**src/rtl/imu_urp_pkg.sv**
```systemverilog
package imu_urp_pkg;

  localparam int unsigned DATA_W     = 8;
  localparam int unsigned WORD_W     = 16;
  localparam int unsigned NUM_WORDS  = 10;
  // only the first twenty data bytes ever reach a result word
  localparam int unsigned WORD_BYTES = 2 * NUM_WORDS;
  localparam int unsigned POS_IDX_W  = $clog2(WORD_BYTES);
  localparam int unsigned CMD_W      = 2;
  localparam int unsigned CFG_IDX_W  = 2;
  localparam int unsigned STATUS_W   = 3;

  localparam logic [DATA_W-1:0] READ_ACK_RST  = 8'd187;
  localparam logic [DATA_W-1:0] WRITE_HDR_RST = 8'd238;
  localparam logic [DATA_W-1:0] WRITE_OK_RST  = 8'd1;

  typedef enum logic [CMD_W-1:0] {
    CMD_BYTE      = 2'd0,
    CMD_ARM_READ  = 2'd1,
    CMD_ARM_WRITE = 2'd2
  } cmd_e;

  typedef enum logic [CFG_IDX_W-1:0] {
    CFG_READ_ACK  = 2'd0,
    CFG_WRITE_HDR = 2'd1,
    CFG_WRITE_OK  = 2'd2
  } cfg_idx_e;

  typedef enum logic [STATUS_W-1:0] {
    ST_IDLE       = 3'd0,
    ST_BUSY       = 3'd1,
    ST_READ_DONE  = 3'd2,
    ST_WRITE_DONE = 3'd3,
    ST_ERROR      = 3'd4
  } status_e;

  typedef enum logic [6:0] {
    PH_IDLE   = 7'b0000001,
    PH_HEADER = 7'b0000010,
    PH_LENGTH = 7'b0000100,
    PH_DATA   = 7'b0001000,
    PH_RESULT = 7'b0010000,
    PH_DONE   = 7'b0100000,
    PH_ERROR  = 7'b1000000
  } phase_e;

  typedef struct packed {
    logic [DATA_W-1:0] read_ack;
    logic [DATA_W-1:0] write_hdr;
    logic [DATA_W-1:0] write_ok;
  } cfg_t;

  typedef struct packed {
    status_e                             status;
    logic [NUM_WORDS-1:0][WORD_W-1:0]    words;
  } result_t;

  function automatic status_e status_of(phase_e ph, logic is_read);
    status_e st;
    unique case (ph)
      PH_IDLE:  st = ST_IDLE;
      PH_DONE:  st = is_read ? ST_READ_DONE : ST_WRITE_DONE;
      PH_ERROR: st = ST_ERROR;
      default:  st = ST_BUSY;
    endcase
    return st;
  endfunction

endpackage

```
**src/rtl/imu_urp_if.sv**
```systemverilog
interface imu_urp_in_if import imu_urp_pkg::*; ();
  logic              valid;
  logic              ready;
  logic [CMD_W-1:0]  cmd;
  logic [DATA_W-1:0] rx_byte;

  modport source (output valid, output cmd, output rx_byte, input ready);
  modport sink   (input valid, input cmd, input rx_byte, output ready);
endinterface

interface imu_urp_cfg_if import imu_urp_pkg::*; ();
  logic                 valid;
  logic                 ready;
  logic [CFG_IDX_W-1:0] index;
  logic [DATA_W-1:0]    data;

  modport source (output valid, output index, output data, input ready);
  modport sink   (input valid, input index, input data, output ready);
endinterface

interface imu_urp_out_if import imu_urp_pkg::*; ();
  logic                       valid;
  logic                       ready;
  logic [STATUS_W-1:0]        status;
  logic signed [WORD_W-1:0]   gyro_x;
  logic signed [WORD_W-1:0]   gyro_y;
  logic signed [WORD_W-1:0]   gyro_z;
  logic signed [WORD_W-1:0]   heading;
  logic signed [WORD_W-1:0]   roll;
  logic signed [WORD_W-1:0]   pitch;
  logic signed [WORD_W-1:0]   quat_w;
  logic signed [WORD_W-1:0]   quat_x;
  logic signed [WORD_W-1:0]   quat_y;
  logic signed [WORD_W-1:0]   quat_z;

  modport source (output valid, output status, output gyro_x, output gyro_y, output gyro_z,
                  output heading, output roll, output pitch, output quat_w, output quat_x,
                  output quat_y, output quat_z, input ready);
  modport sink   (input valid, input status, input gyro_x, input gyro_y, input gyro_z,
                  input heading, input roll, input pitch, input quat_w, input quat_x,
                  input quat_y, input quat_z, output ready);
endinterface

```
**src/rtl/imu_urp_cfg.sv**
```systemverilog
module imu_urp_cfg import imu_urp_pkg::*; (
  input  logic          clk_i,
  input  logic          rst_ni,
  imu_urp_cfg_if.sink   cfg_i,
  output cfg_t          cfg_o
);

  cfg_t cfg_q, cfg_d;
  logic wr;

  assign cfg_i.ready = 1'b1;
  assign wr          = cfg_i.valid && cfg_i.ready;

  always_comb begin
    cfg_d = cfg_q;
    if (wr) begin
      unique case (cfg_idx_e'(cfg_i.index))
        CFG_READ_ACK:  cfg_d.read_ack  = cfg_i.data;
        CFG_WRITE_HDR: cfg_d.write_hdr = cfg_i.data;
        CFG_WRITE_OK:  cfg_d.write_ok  = cfg_i.data;
        default: ;
      endcase
    end
  end

  always_ff @(posedge clk_i or negedge rst_ni) begin
    if (!rst_ni) begin
      cfg_q.read_ack  <= READ_ACK_RST;
      cfg_q.write_hdr <= WRITE_HDR_RST;
      cfg_q.write_ok  <= WRITE_OK_RST;
    end else begin
      cfg_q <= cfg_d;
    end
  end

  assign cfg_o = cfg_q;

  a_cfg_ack_write: assert property (@(posedge clk_i) disable iff (!rst_ni)
    wr && cfg_idx_e'(cfg_i.index) == CFG_READ_ACK |=> cfg_q.read_ack == $past(cfg_i.data))
    else $error("read ack code not taken from the write");

  a_cfg_bad_index: assert property (@(posedge clk_i) disable iff (!rst_ni)
    wr && cfg_i.index == 2'd3 |=> $stable(cfg_q))
    else $error("write beyond the register list changed a register");

  a_cfg_idle: assert property (@(posedge clk_i) disable iff (!rst_ni)
    !wr |=> $stable(cfg_q))
    else $error("register changed without a write");

endmodule

```
**src/rtl/imu_urp_parse.sv**
```systemverilog
module imu_urp_parse import imu_urp_pkg::*; (
  input  logic              clk_i,
  input  logic              rst_ni,
  input  logic              take_i,
  input  logic [CMD_W-1:0]  cmd_i,
  input  logic [DATA_W-1:0] rx_byte_i,
  input  cfg_t              cfg_i,
  output result_t           result_o
);

  phase_e                            phase_q, phase_d;
  logic                              is_read_q, is_read_d;
  logic [DATA_W-1:0]                 bytes_left_q, bytes_left_d;
  logic [DATA_W-1:0]                 write_pos_q, write_pos_d;
  logic [WORD_BYTES-1:0][DATA_W-1:0] store_q, store_d;
  status_e                           status_d;

  always_comb begin
    phase_d      = phase_q;
    is_read_d    = is_read_q;
    bytes_left_d = bytes_left_q;
    write_pos_d  = write_pos_q;
    store_d      = store_q;
    if (take_i) begin
      unique case (cmd_e'(cmd_i))
        CMD_BYTE: begin
          unique case (phase_q)
            PH_HEADER: begin
              if (is_read_q) begin
                phase_d = (rx_byte_i == cfg_i.read_ack) ? PH_LENGTH : PH_ERROR;
              end else begin
                phase_d = (rx_byte_i == cfg_i.write_hdr) ? PH_RESULT : PH_ERROR;
              end
            end
            PH_LENGTH: begin
              // a length of zero wraps on the first decrement, so 256 data bytes are taken
              bytes_left_d = rx_byte_i;
              write_pos_d  = '0;
              phase_d      = PH_DATA;
            end
            PH_DATA: begin
              // drop bytes that land past the unpacked words
              if (write_pos_q < DATA_W'(WORD_BYTES)) begin
                store_d[write_pos_q[POS_IDX_W-1:0]] = rx_byte_i;
              end
              write_pos_d  = write_pos_q + 8'd1;
              bytes_left_d = bytes_left_q - 8'd1;
              if (bytes_left_q == 8'd1) phase_d = PH_DONE;
            end
            PH_RESULT: begin
              phase_d = (rx_byte_i == cfg_i.write_ok) ? PH_DONE : PH_ERROR;
            end
            default: ;
          endcase
        end
        CMD_ARM_READ: begin
          is_read_d = 1'b1;
          phase_d   = PH_HEADER;
        end
        CMD_ARM_WRITE: begin
          is_read_d = 1'b0;
          phase_d   = PH_HEADER;
        end
        default: ;
      endcase
    end
  end

  always_ff @(posedge clk_i or negedge rst_ni) begin
    if (!rst_ni) begin
      phase_q      <= PH_IDLE;
      is_read_q    <= 1'b0;
      bytes_left_q <= '0;
      write_pos_q  <= '0;
      store_q      <= '0;
    end else begin
      phase_q      <= phase_d;
      is_read_q    <= is_read_d;
      bytes_left_q <= bytes_left_d;
      write_pos_q  <= write_pos_d;
      store_q      <= store_d;
    end
  end

  // unpack little-endian words from the store as it stands after this item
  assign status_d = status_of(phase_d, is_read_d);

  always_comb begin
    result_o.status = status_d;
    for (int k = 0; k < NUM_WORDS; k++) begin
      result_o.words[k] = (status_d == ST_READ_DONE) ?
                          {store_d[2*k+1], store_d[2*k]} : '0;
    end
  end

  a_last_byte_done: assert property (@(posedge clk_i) disable iff (!rst_ni)
    take_i && cmd_e'(cmd_i) == CMD_BYTE && phase_q == PH_DATA && bytes_left_q == 8'd1
    |=> phase_q == PH_DONE)
    else $error("last data byte did not finish the read");

  a_arm_read: assert property (@(posedge clk_i) disable iff (!rst_ni)
    take_i && cmd_e'(cmd_i) == CMD_ARM_READ |=> phase_q == PH_HEADER && is_read_q)
    else $error("arm read did not start a read transaction");

  a_sticky: assert property (@(posedge clk_i) disable iff (!rst_ni)
    (phase_q == PH_ERROR || phase_q == PH_DONE) && !(take_i && cmd_e'(cmd_i) == CMD_ARM_READ)
    && !(take_i && cmd_e'(cmd_i) == CMD_ARM_WRITE) |=> $stable(phase_q))
    else $error("done or error left without an arm");

endmodule

```
**src/rtl/imu_urp_outreg.sv**
```systemverilog
module imu_urp_outreg import imu_urp_pkg::*; (
  input  logic    clk_i,
  input  logic    rst_ni,
  input  logic    load_i,
  input  result_t result_i,
  input  logic    ready_i,
  output logic    valid_o,
  output result_t result_o
);

  logic    valid_q, valid_d;
  result_t result_q;

  always_comb begin
    valid_d = valid_q;
    if (load_i) begin
      valid_d = 1'b1;
    end else if (ready_i) begin
      valid_d = 1'b0;
    end
  end

  always_ff @(posedge clk_i or negedge rst_ni) begin
    if (!rst_ni) begin
      valid_q <= 1'b0;
    end else begin
      valid_q <= valid_d;
    end
  end

  // hold the item until taken
  always_ff @(posedge clk_i) begin
    if (load_i) result_q <= result_i;
  end

  assign valid_o  = valid_q;
  assign result_o = result_q;

endmodule

```
**src/rtl/imu_uart_response_parser_core.sv**
```systemverilog
// channel  | dir | payload                                   | accepted when
// in_i     | in  | cmd, rx_byte                              | valid && ready
// cfg_i    | in  | index (register), data                    | valid && ready
// out_o    | out | status, gyro x/y/z, heading, roll, pitch, | valid && ready
//          |     | quat w/x/y/z                              |
//
// One item a cycle while in_i.ready is high; each item yields one result, valid in the cycle after it is accepted.
// The parser state and byte store update at the accepting edge; the result
// register is loaded in the same edge.
// Input ready drops only while a result sits unread and out_o.ready is low.
// Reset restores the default codes and clears state and the byte store.
// The configuration port is always ready.
module imu_uart_response_parser_core import imu_urp_pkg::*; (
  input  logic          clk_i,
  input  logic          rst_ni,
  imu_urp_in_if.sink    in_i,
  imu_urp_cfg_if.sink   cfg_i,
  imu_urp_out_if.source out_o
);

  cfg_t    cfg;
  result_t result_d;
  result_t result_q;
  logic    take;
  logic    out_valid;

  assign in_i.ready = !out_valid || out_o.ready;
  assign take       = in_i.valid && in_i.ready;

  imu_urp_cfg u_cfg (
    .clk_i  (clk_i),
    .rst_ni (rst_ni),
    .cfg_i  (cfg_i),
    .cfg_o  (cfg)
  );

  imu_urp_parse u_parse (
    .clk_i     (clk_i),
    .rst_ni    (rst_ni),
    .take_i    (take),
    .cmd_i     (in_i.cmd),
    .rx_byte_i (in_i.rx_byte),
    .cfg_i     (cfg),
    .result_o  (result_d)
  );

  imu_urp_outreg u_outreg (
    .clk_i    (clk_i),
    .rst_ni   (rst_ni),
    .load_i   (take),
    .result_i (result_d),
    .ready_i  (out_o.ready),
    .valid_o  (out_valid),
    .result_o (result_q)
  );

  assign out_o.valid   = out_valid;
  assign out_o.status  = result_q.status;
  assign out_o.gyro_x  = $signed(result_q.words[0]);
  assign out_o.gyro_y  = $signed(result_q.words[1]);
  assign out_o.gyro_z  = $signed(result_q.words[2]);
  assign out_o.heading = $signed(result_q.words[3]);
  assign out_o.roll    = $signed(result_q.words[4]);
  assign out_o.pitch   = $signed(result_q.words[5]);
  assign out_o.quat_w  = $signed(result_q.words[6]);
  assign out_o.quat_x  = $signed(result_q.words[7]);
  assign out_o.quat_y  = $signed(result_q.words[8]);
  assign out_o.quat_z  = $signed(result_q.words[9]);

  a_stall_blocks_input: assert property (@(posedge clk_i) disable iff (!rst_ni)
    out_valid && !out_o.ready |-> !in_i.ready)
    else $error("input taken while a result is stalled");

  a_words_zero: assert property (@(posedge clk_i) disable iff (!rst_ni)
    out_valid && result_q.status != ST_READ_DONE |-> result_q.words == '0)
    else $error("words not cleared outside read done");

  a_item_gives_result: assert property (@(posedge clk_i) disable iff (!rst_ni)
    take |=> out_valid)
    else $error("accepted item produced no result");

endmodule
```
**src/flat_wrapper.sv**
```systemverilog
// flat-port wrapper written by rule: the top's interface ports become plain ports
module imu_uart_response_parser_core_flat import imu_urp_pkg::*;
  (clk_i, rst_ni, in_i_valid, in_i_cmd, in_i_rx_byte, in_i_ready, cfg_i_valid, cfg_i_index, cfg_i_data, cfg_i_ready, out_o_valid, out_o_status, out_o_gyro_x, out_o_gyro_y, out_o_gyro_z, out_o_heading, out_o_roll, out_o_pitch, out_o_quat_w, out_o_quat_x, out_o_quat_y, out_o_quat_z, out_o_ready);
  imu_urp_in_if in_i_i ();
  imu_urp_cfg_if cfg_i_i ();
  imu_urp_out_if out_o_i ();
  input  logic clk_i;
  input  logic rst_ni;
  input wire logic [$bits(in_i_i.valid)-1:0] in_i_valid;
  input wire logic [$bits(in_i_i.cmd)-1:0] in_i_cmd;
  input wire logic [$bits(in_i_i.rx_byte)-1:0] in_i_rx_byte;
  output wire logic [$bits(in_i_i.ready)-1:0] in_i_ready;
  input wire logic [$bits(cfg_i_i.valid)-1:0] cfg_i_valid;
  input wire logic [$bits(cfg_i_i.index)-1:0] cfg_i_index;
  input wire logic [$bits(cfg_i_i.data)-1:0] cfg_i_data;
  output wire logic [$bits(cfg_i_i.ready)-1:0] cfg_i_ready;
  output wire logic [$bits(out_o_i.valid)-1:0] out_o_valid;
  output wire logic [$bits(out_o_i.status)-1:0] out_o_status;
  output wire logic [$bits(out_o_i.gyro_x)-1:0] out_o_gyro_x;
  output wire logic [$bits(out_o_i.gyro_y)-1:0] out_o_gyro_y;
  output wire logic [$bits(out_o_i.gyro_z)-1:0] out_o_gyro_z;
  output wire logic [$bits(out_o_i.heading)-1:0] out_o_heading;
  output wire logic [$bits(out_o_i.roll)-1:0] out_o_roll;
  output wire logic [$bits(out_o_i.pitch)-1:0] out_o_pitch;
  output wire logic [$bits(out_o_i.quat_w)-1:0] out_o_quat_w;
  output wire logic [$bits(out_o_i.quat_x)-1:0] out_o_quat_x;
  output wire logic [$bits(out_o_i.quat_y)-1:0] out_o_quat_y;
  output wire logic [$bits(out_o_i.quat_z)-1:0] out_o_quat_z;
  input wire logic [$bits(out_o_i.ready)-1:0] out_o_ready;
  assign in_i_i.valid = in_i_valid;
  assign in_i_i.cmd = in_i_cmd;
  assign in_i_i.rx_byte = in_i_rx_byte;
  assign in_i_ready = in_i_i.ready;
  assign cfg_i_i.valid = cfg_i_valid;
  assign cfg_i_i.index = cfg_i_index;
  assign cfg_i_i.data = cfg_i_data;
  assign cfg_i_ready = cfg_i_i.ready;
  assign out_o_valid = out_o_i.valid;
  assign out_o_status = out_o_i.status;
  assign out_o_gyro_x = out_o_i.gyro_x;
  assign out_o_gyro_y = out_o_i.gyro_y;
  assign out_o_gyro_z = out_o_i.gyro_z;
  assign out_o_heading = out_o_i.heading;
  assign out_o_roll = out_o_i.roll;
  assign out_o_pitch = out_o_i.pitch;
  assign out_o_quat_w = out_o_i.quat_w;
  assign out_o_quat_x = out_o_i.quat_x;
  assign out_o_quat_y = out_o_i.quat_y;
  assign out_o_quat_z = out_o_i.quat_z;
  assign out_o_i.ready = out_o_ready;
  imu_uart_response_parser_core u_core (.clk_i(clk_i), .rst_ni(rst_ni), .in_i(in_i_i), .cfg_i(cfg_i_i), .out_o(out_o_i));
endmodule
```
**config.mk**
```make
export PLATFORM = sky130hd
export DESIGN_NAME = imu_uart_response_parser_core_flat
export DESIGN_NICKNAME = d
export VERILOG_FILES = /design/src/rtl/imu_urp_pkg.sv /design/src/rtl/imu_urp_if.sv /design/src/rtl/imu_urp_cfg.sv /design/src/rtl/imu_urp_parse.sv /design/src/rtl/imu_urp_outreg.sv /design/src/rtl/imu_uart_response_parser_core.sv /design/src/flat_wrapper.sv
export SDC_FILE = /design/constraint.sdc
export NUM_CORES = 1
export LEC_CHECK = 0
export BUFFER_PORTS_ARGS = -buffer_cell sky130_fd_sc_hd__buf_2
export CAP_MARGIN = 20
export CORE_ASPECT_RATIO = 1.4
export CORE_MARGIN = 5
export CORE_UTILIZATION = 50
export DETAILED_ROUTE_END_ITERATION = 8
export HOLD_SLACK_MARGIN = 0.03
export PLACE_DENSITY = 0.75
export SLEW_MARGIN = 40
export SYNTH_ARGS = -nofsm -noshare
export SYNTH_HDL_FRONTEND = slang
export SYNTH_SLANG_ARGS = --single-unit
```
**constraint.sdc**
```tcl
create_clock -name clk_i -period 7.8 [get_ports clk_i]
set_clock_uncertainty 0.1 [all_clocks]
set_input_delay 1.56 -clock clk_i [delete_from_list [all_inputs] [get_ports clk_i]]
set_output_delay 1.56 -clock clk_i [all_outputs]
set_load 0.005 [all_outputs]
```
==> reports/results.tsv <==
metric	value	unit
worstHoldPathType	register to register	
yosysSeqAreaShare	66.4	%
ys.flop_type	dfrtp_1	
max_freq	241	MHz
cts.sinks	372	
grt_antenna_before_repair	0	
vdd_ir_drop_max	0.000188	V
viasPerCell	5.60	
cp-end-kind	register	
setup_ws	3.65	ns
drive_gt1_share	40.5	%
num_rows	75	
cp_slowest_stage_delay	0.60	ns
async_flop_share	56.2	%
maxSlewViolCount	0	
yosys-top-cells-area	edfxtp_1 (32%), dfrtp_1 (32%), mux2_2 (14%)	
drt_iter0_drc	417	
postCtsHoldBufs	0	
cp-startpoint	in_i_rx_byte[5]	
portBuffers	189	
drc	0	
die_w	158	um
areaGrowthSynthToFinish	15.5	%
synth_top_area_share	32.0	%
grt_max_degree	162	
relSlewSlack	47.6	%
grt-ovfl-total	0	
dp_slack	3.12	ns
grt_pass1_vias	9113	
avgSynthCellArea	15.0	um2
syn-cell-area	15300	um2
io_pins	191	
synth_edf_count	163	
path_buf_inv	2	
synthesis.nets	1052	
setup-violations-final	0	
crit_slowest_cell	buf_2	
post-cts-setup-buffers	0	
ant_nets	0	
final_util	58.6	%
ys_seq_elements	372	
nets	1214	
required	8.07	ns
synth_most_common_cell	dfrtp_1	
crit_arrival	4.42	ns
cts.htree.levels	2	
r2r_start	u_core.u_parse.phase_q[2]$_DFF_PN0_	
initial_utilization	50.7	%
fin_crit	4.15	ns
hold_viol	0	
die_h	217	um
critPathMaxFanout	161	
maxCapViolations	0	
setup_tns	0	ns
gp_congestion	0.832	
worst-slew-pin-transition	0.787	ns
leakage	8.33	nW
drtPass1Iterations	4	
dp_hpwl	20300	um
gr-usage-all-layers	19.6	%
rsz0062_at_grt	false	
avgRoutedWirePerCell	21.1	um
worstSetupPathType	primary input to register	
ys_top_cells_by_count	dfrtp_1 (195), mux2_2 (184), and3_1 (164), edfxtp_1 (163), clkbuf_1 (54)	
core_area	30100	um2
clock_path_buffers	3	
totalWireLength	33600	um
insertion_delay	0.52	ns
grt_pass1_wl	52600	um
synth.distinct_cells	55	
min-delay-start	u_core.u_parse.write_pos_q[7]$_DFFE_PN0P_	
synthCells	1018	
route.vias.total	8914	
die_area	34200	um2
diodes	0	
ys_warn_count	0	
cts_resized	0	
p_per_area	234	nW/um2
crit_chain	buf_2 -> xnor2_1 -> nand4_1 -> o32ai_1 -> o221ai_2 -> nor4_4 -> buf_12 -> and3_1	
synth_top_area_cell	edfxtp_1	
startpoint_type	primary input	
cts_buffers	36	
critPathTopFamily	buffers and inverters	
clk_root_buffer_cell	clkbuf_16	
cts_tree	done	
run_status	complete, no violations	
fin_crit_sh	53.2	%
clk_pin_slew	0.06	ns
## worst paths after layout
kind | endpoint | slack (ns) | cells after the start
setup / recovery | u_core.u_outreg.result_o[104]$_SDFFCE_PP0P_ | 3.65 | 8
hold / removal | u_core.u_parse.write_pos_q[7]$_DFFE_PN0P_ | 0.38 | 1
setup reg to reg | u_core.u_outreg.result_o[20]$_SDFFCE_PP0P_ | 4.28 | 6
hold reg to reg | u_core.u_parse.write_pos_q[7]$_DFFE_PN0P_ | 0.38 | 1
max in group asynchronous | u_core.u_parse.store_q[79]$_DFF_PN0_ | 5.55 | 2
min in group asynchronous | u_core.u_parse.phase_q[5]$_DFF_PN0_ | 0.94 | 1
## layout by cell type (no fill, tap or decap), drive strengths merged, types with 4 or more instances in the layout
cell type,count
clkbuf,50
and3,164
o21ai,27
o31ai,4
mux2,184
nor3,6
clkinv,13
nand2b,8
xnor2,25
buf,197
nor4b,4
a21oi,10
nor4,21
nand2,19
ha,9
dfstp,14
dfrtp,195
edfxtp,163
inv,12
nor2,26
and2,5
nand3,11
nand4,7
## cells by family after synthesis
| group | synth area share, % |
|---|---|
| AO/OA/AOI/OAI | 2.37 |
| other | 0.0245 |
| buffers and inverters | 2.93 |
| multiplexers | 13.6 |
| flip-flops | 66.4 |
| adder cells (fa/ha/maj) | 0.737 |
| XOR/XNOR | 1.55 |
| AND/OR/NAND/NOR | 12.4 |
## metal layers
metal,up-vias,track usage [%],routed length [um]
met2,269,32.9,17000
met5,-,0,0
met3,47,2.88,1810
met4,0,5.71,792
li1,4054,-,-
met1,4544,26.5,14000
## worst register-to-register path, stage by stage (launching register included)
cell	delay, ns
dfrtp_1	0.54
nor4b_4	0.44
nand2_4	0.38
or4_1	0.78
nor2_2	0.49
mux2_2	0.42
and3_1	0.15
## report_power, final
part           internal [W]  switching (W)  total (W)
logic             0.0000948       0.000194   0.000288
clock network      0.000960       0.000734    0.00169
registers           0.00212      0.0000354    0.00215
## per-stage QoR
| step | total power (W) | hold WS, ns | std cells | area (um2) |
|---|---|---|---|---|
| final | 0.00414 | 0.378 | 1593 | 17700 |
| after global routing | 0.00429 | 0.403 | 1593 | 17700 |
| after CTS | 0.00418 | 0.384 | 1592 | 17600 |
| after detailed placement | 0.00248 | 0.370 | 1526 | 16500 |
| after global placement | 0.00248 | 0.363 | 1526 | 16400 |
| after floorplan | 0.00236 | 0.346 | 1018 | 15300 |
## final cells by class
cell class | instances | area, um2
fill | 2325 | 12500
tap | 385 | 482
clock inverter | 17 | 115
timing repair buffer | 198 | 1070
clock buffer | 49 | 1050
inverter | 10 | 37.5
sequential | 372 | 10100
multi-input combinational | 562 | 4750
## registers in the layout (all words and copies together) (netlist names)
signal                       flops
u_core.u_cfg.cfg_o              24
u_core.u_outreg.result_o       163
u_core.u_outreg.valid_o          1
u_core.u_parse.bytes_left_q      8
u_core.u_parse.is_read_q         1
u_core.u_parse.phase_q           7
u_core.u_parse.store_q         160
u_core.u_parse.write_pos_q       8
(Power assumes the default switching activity.)
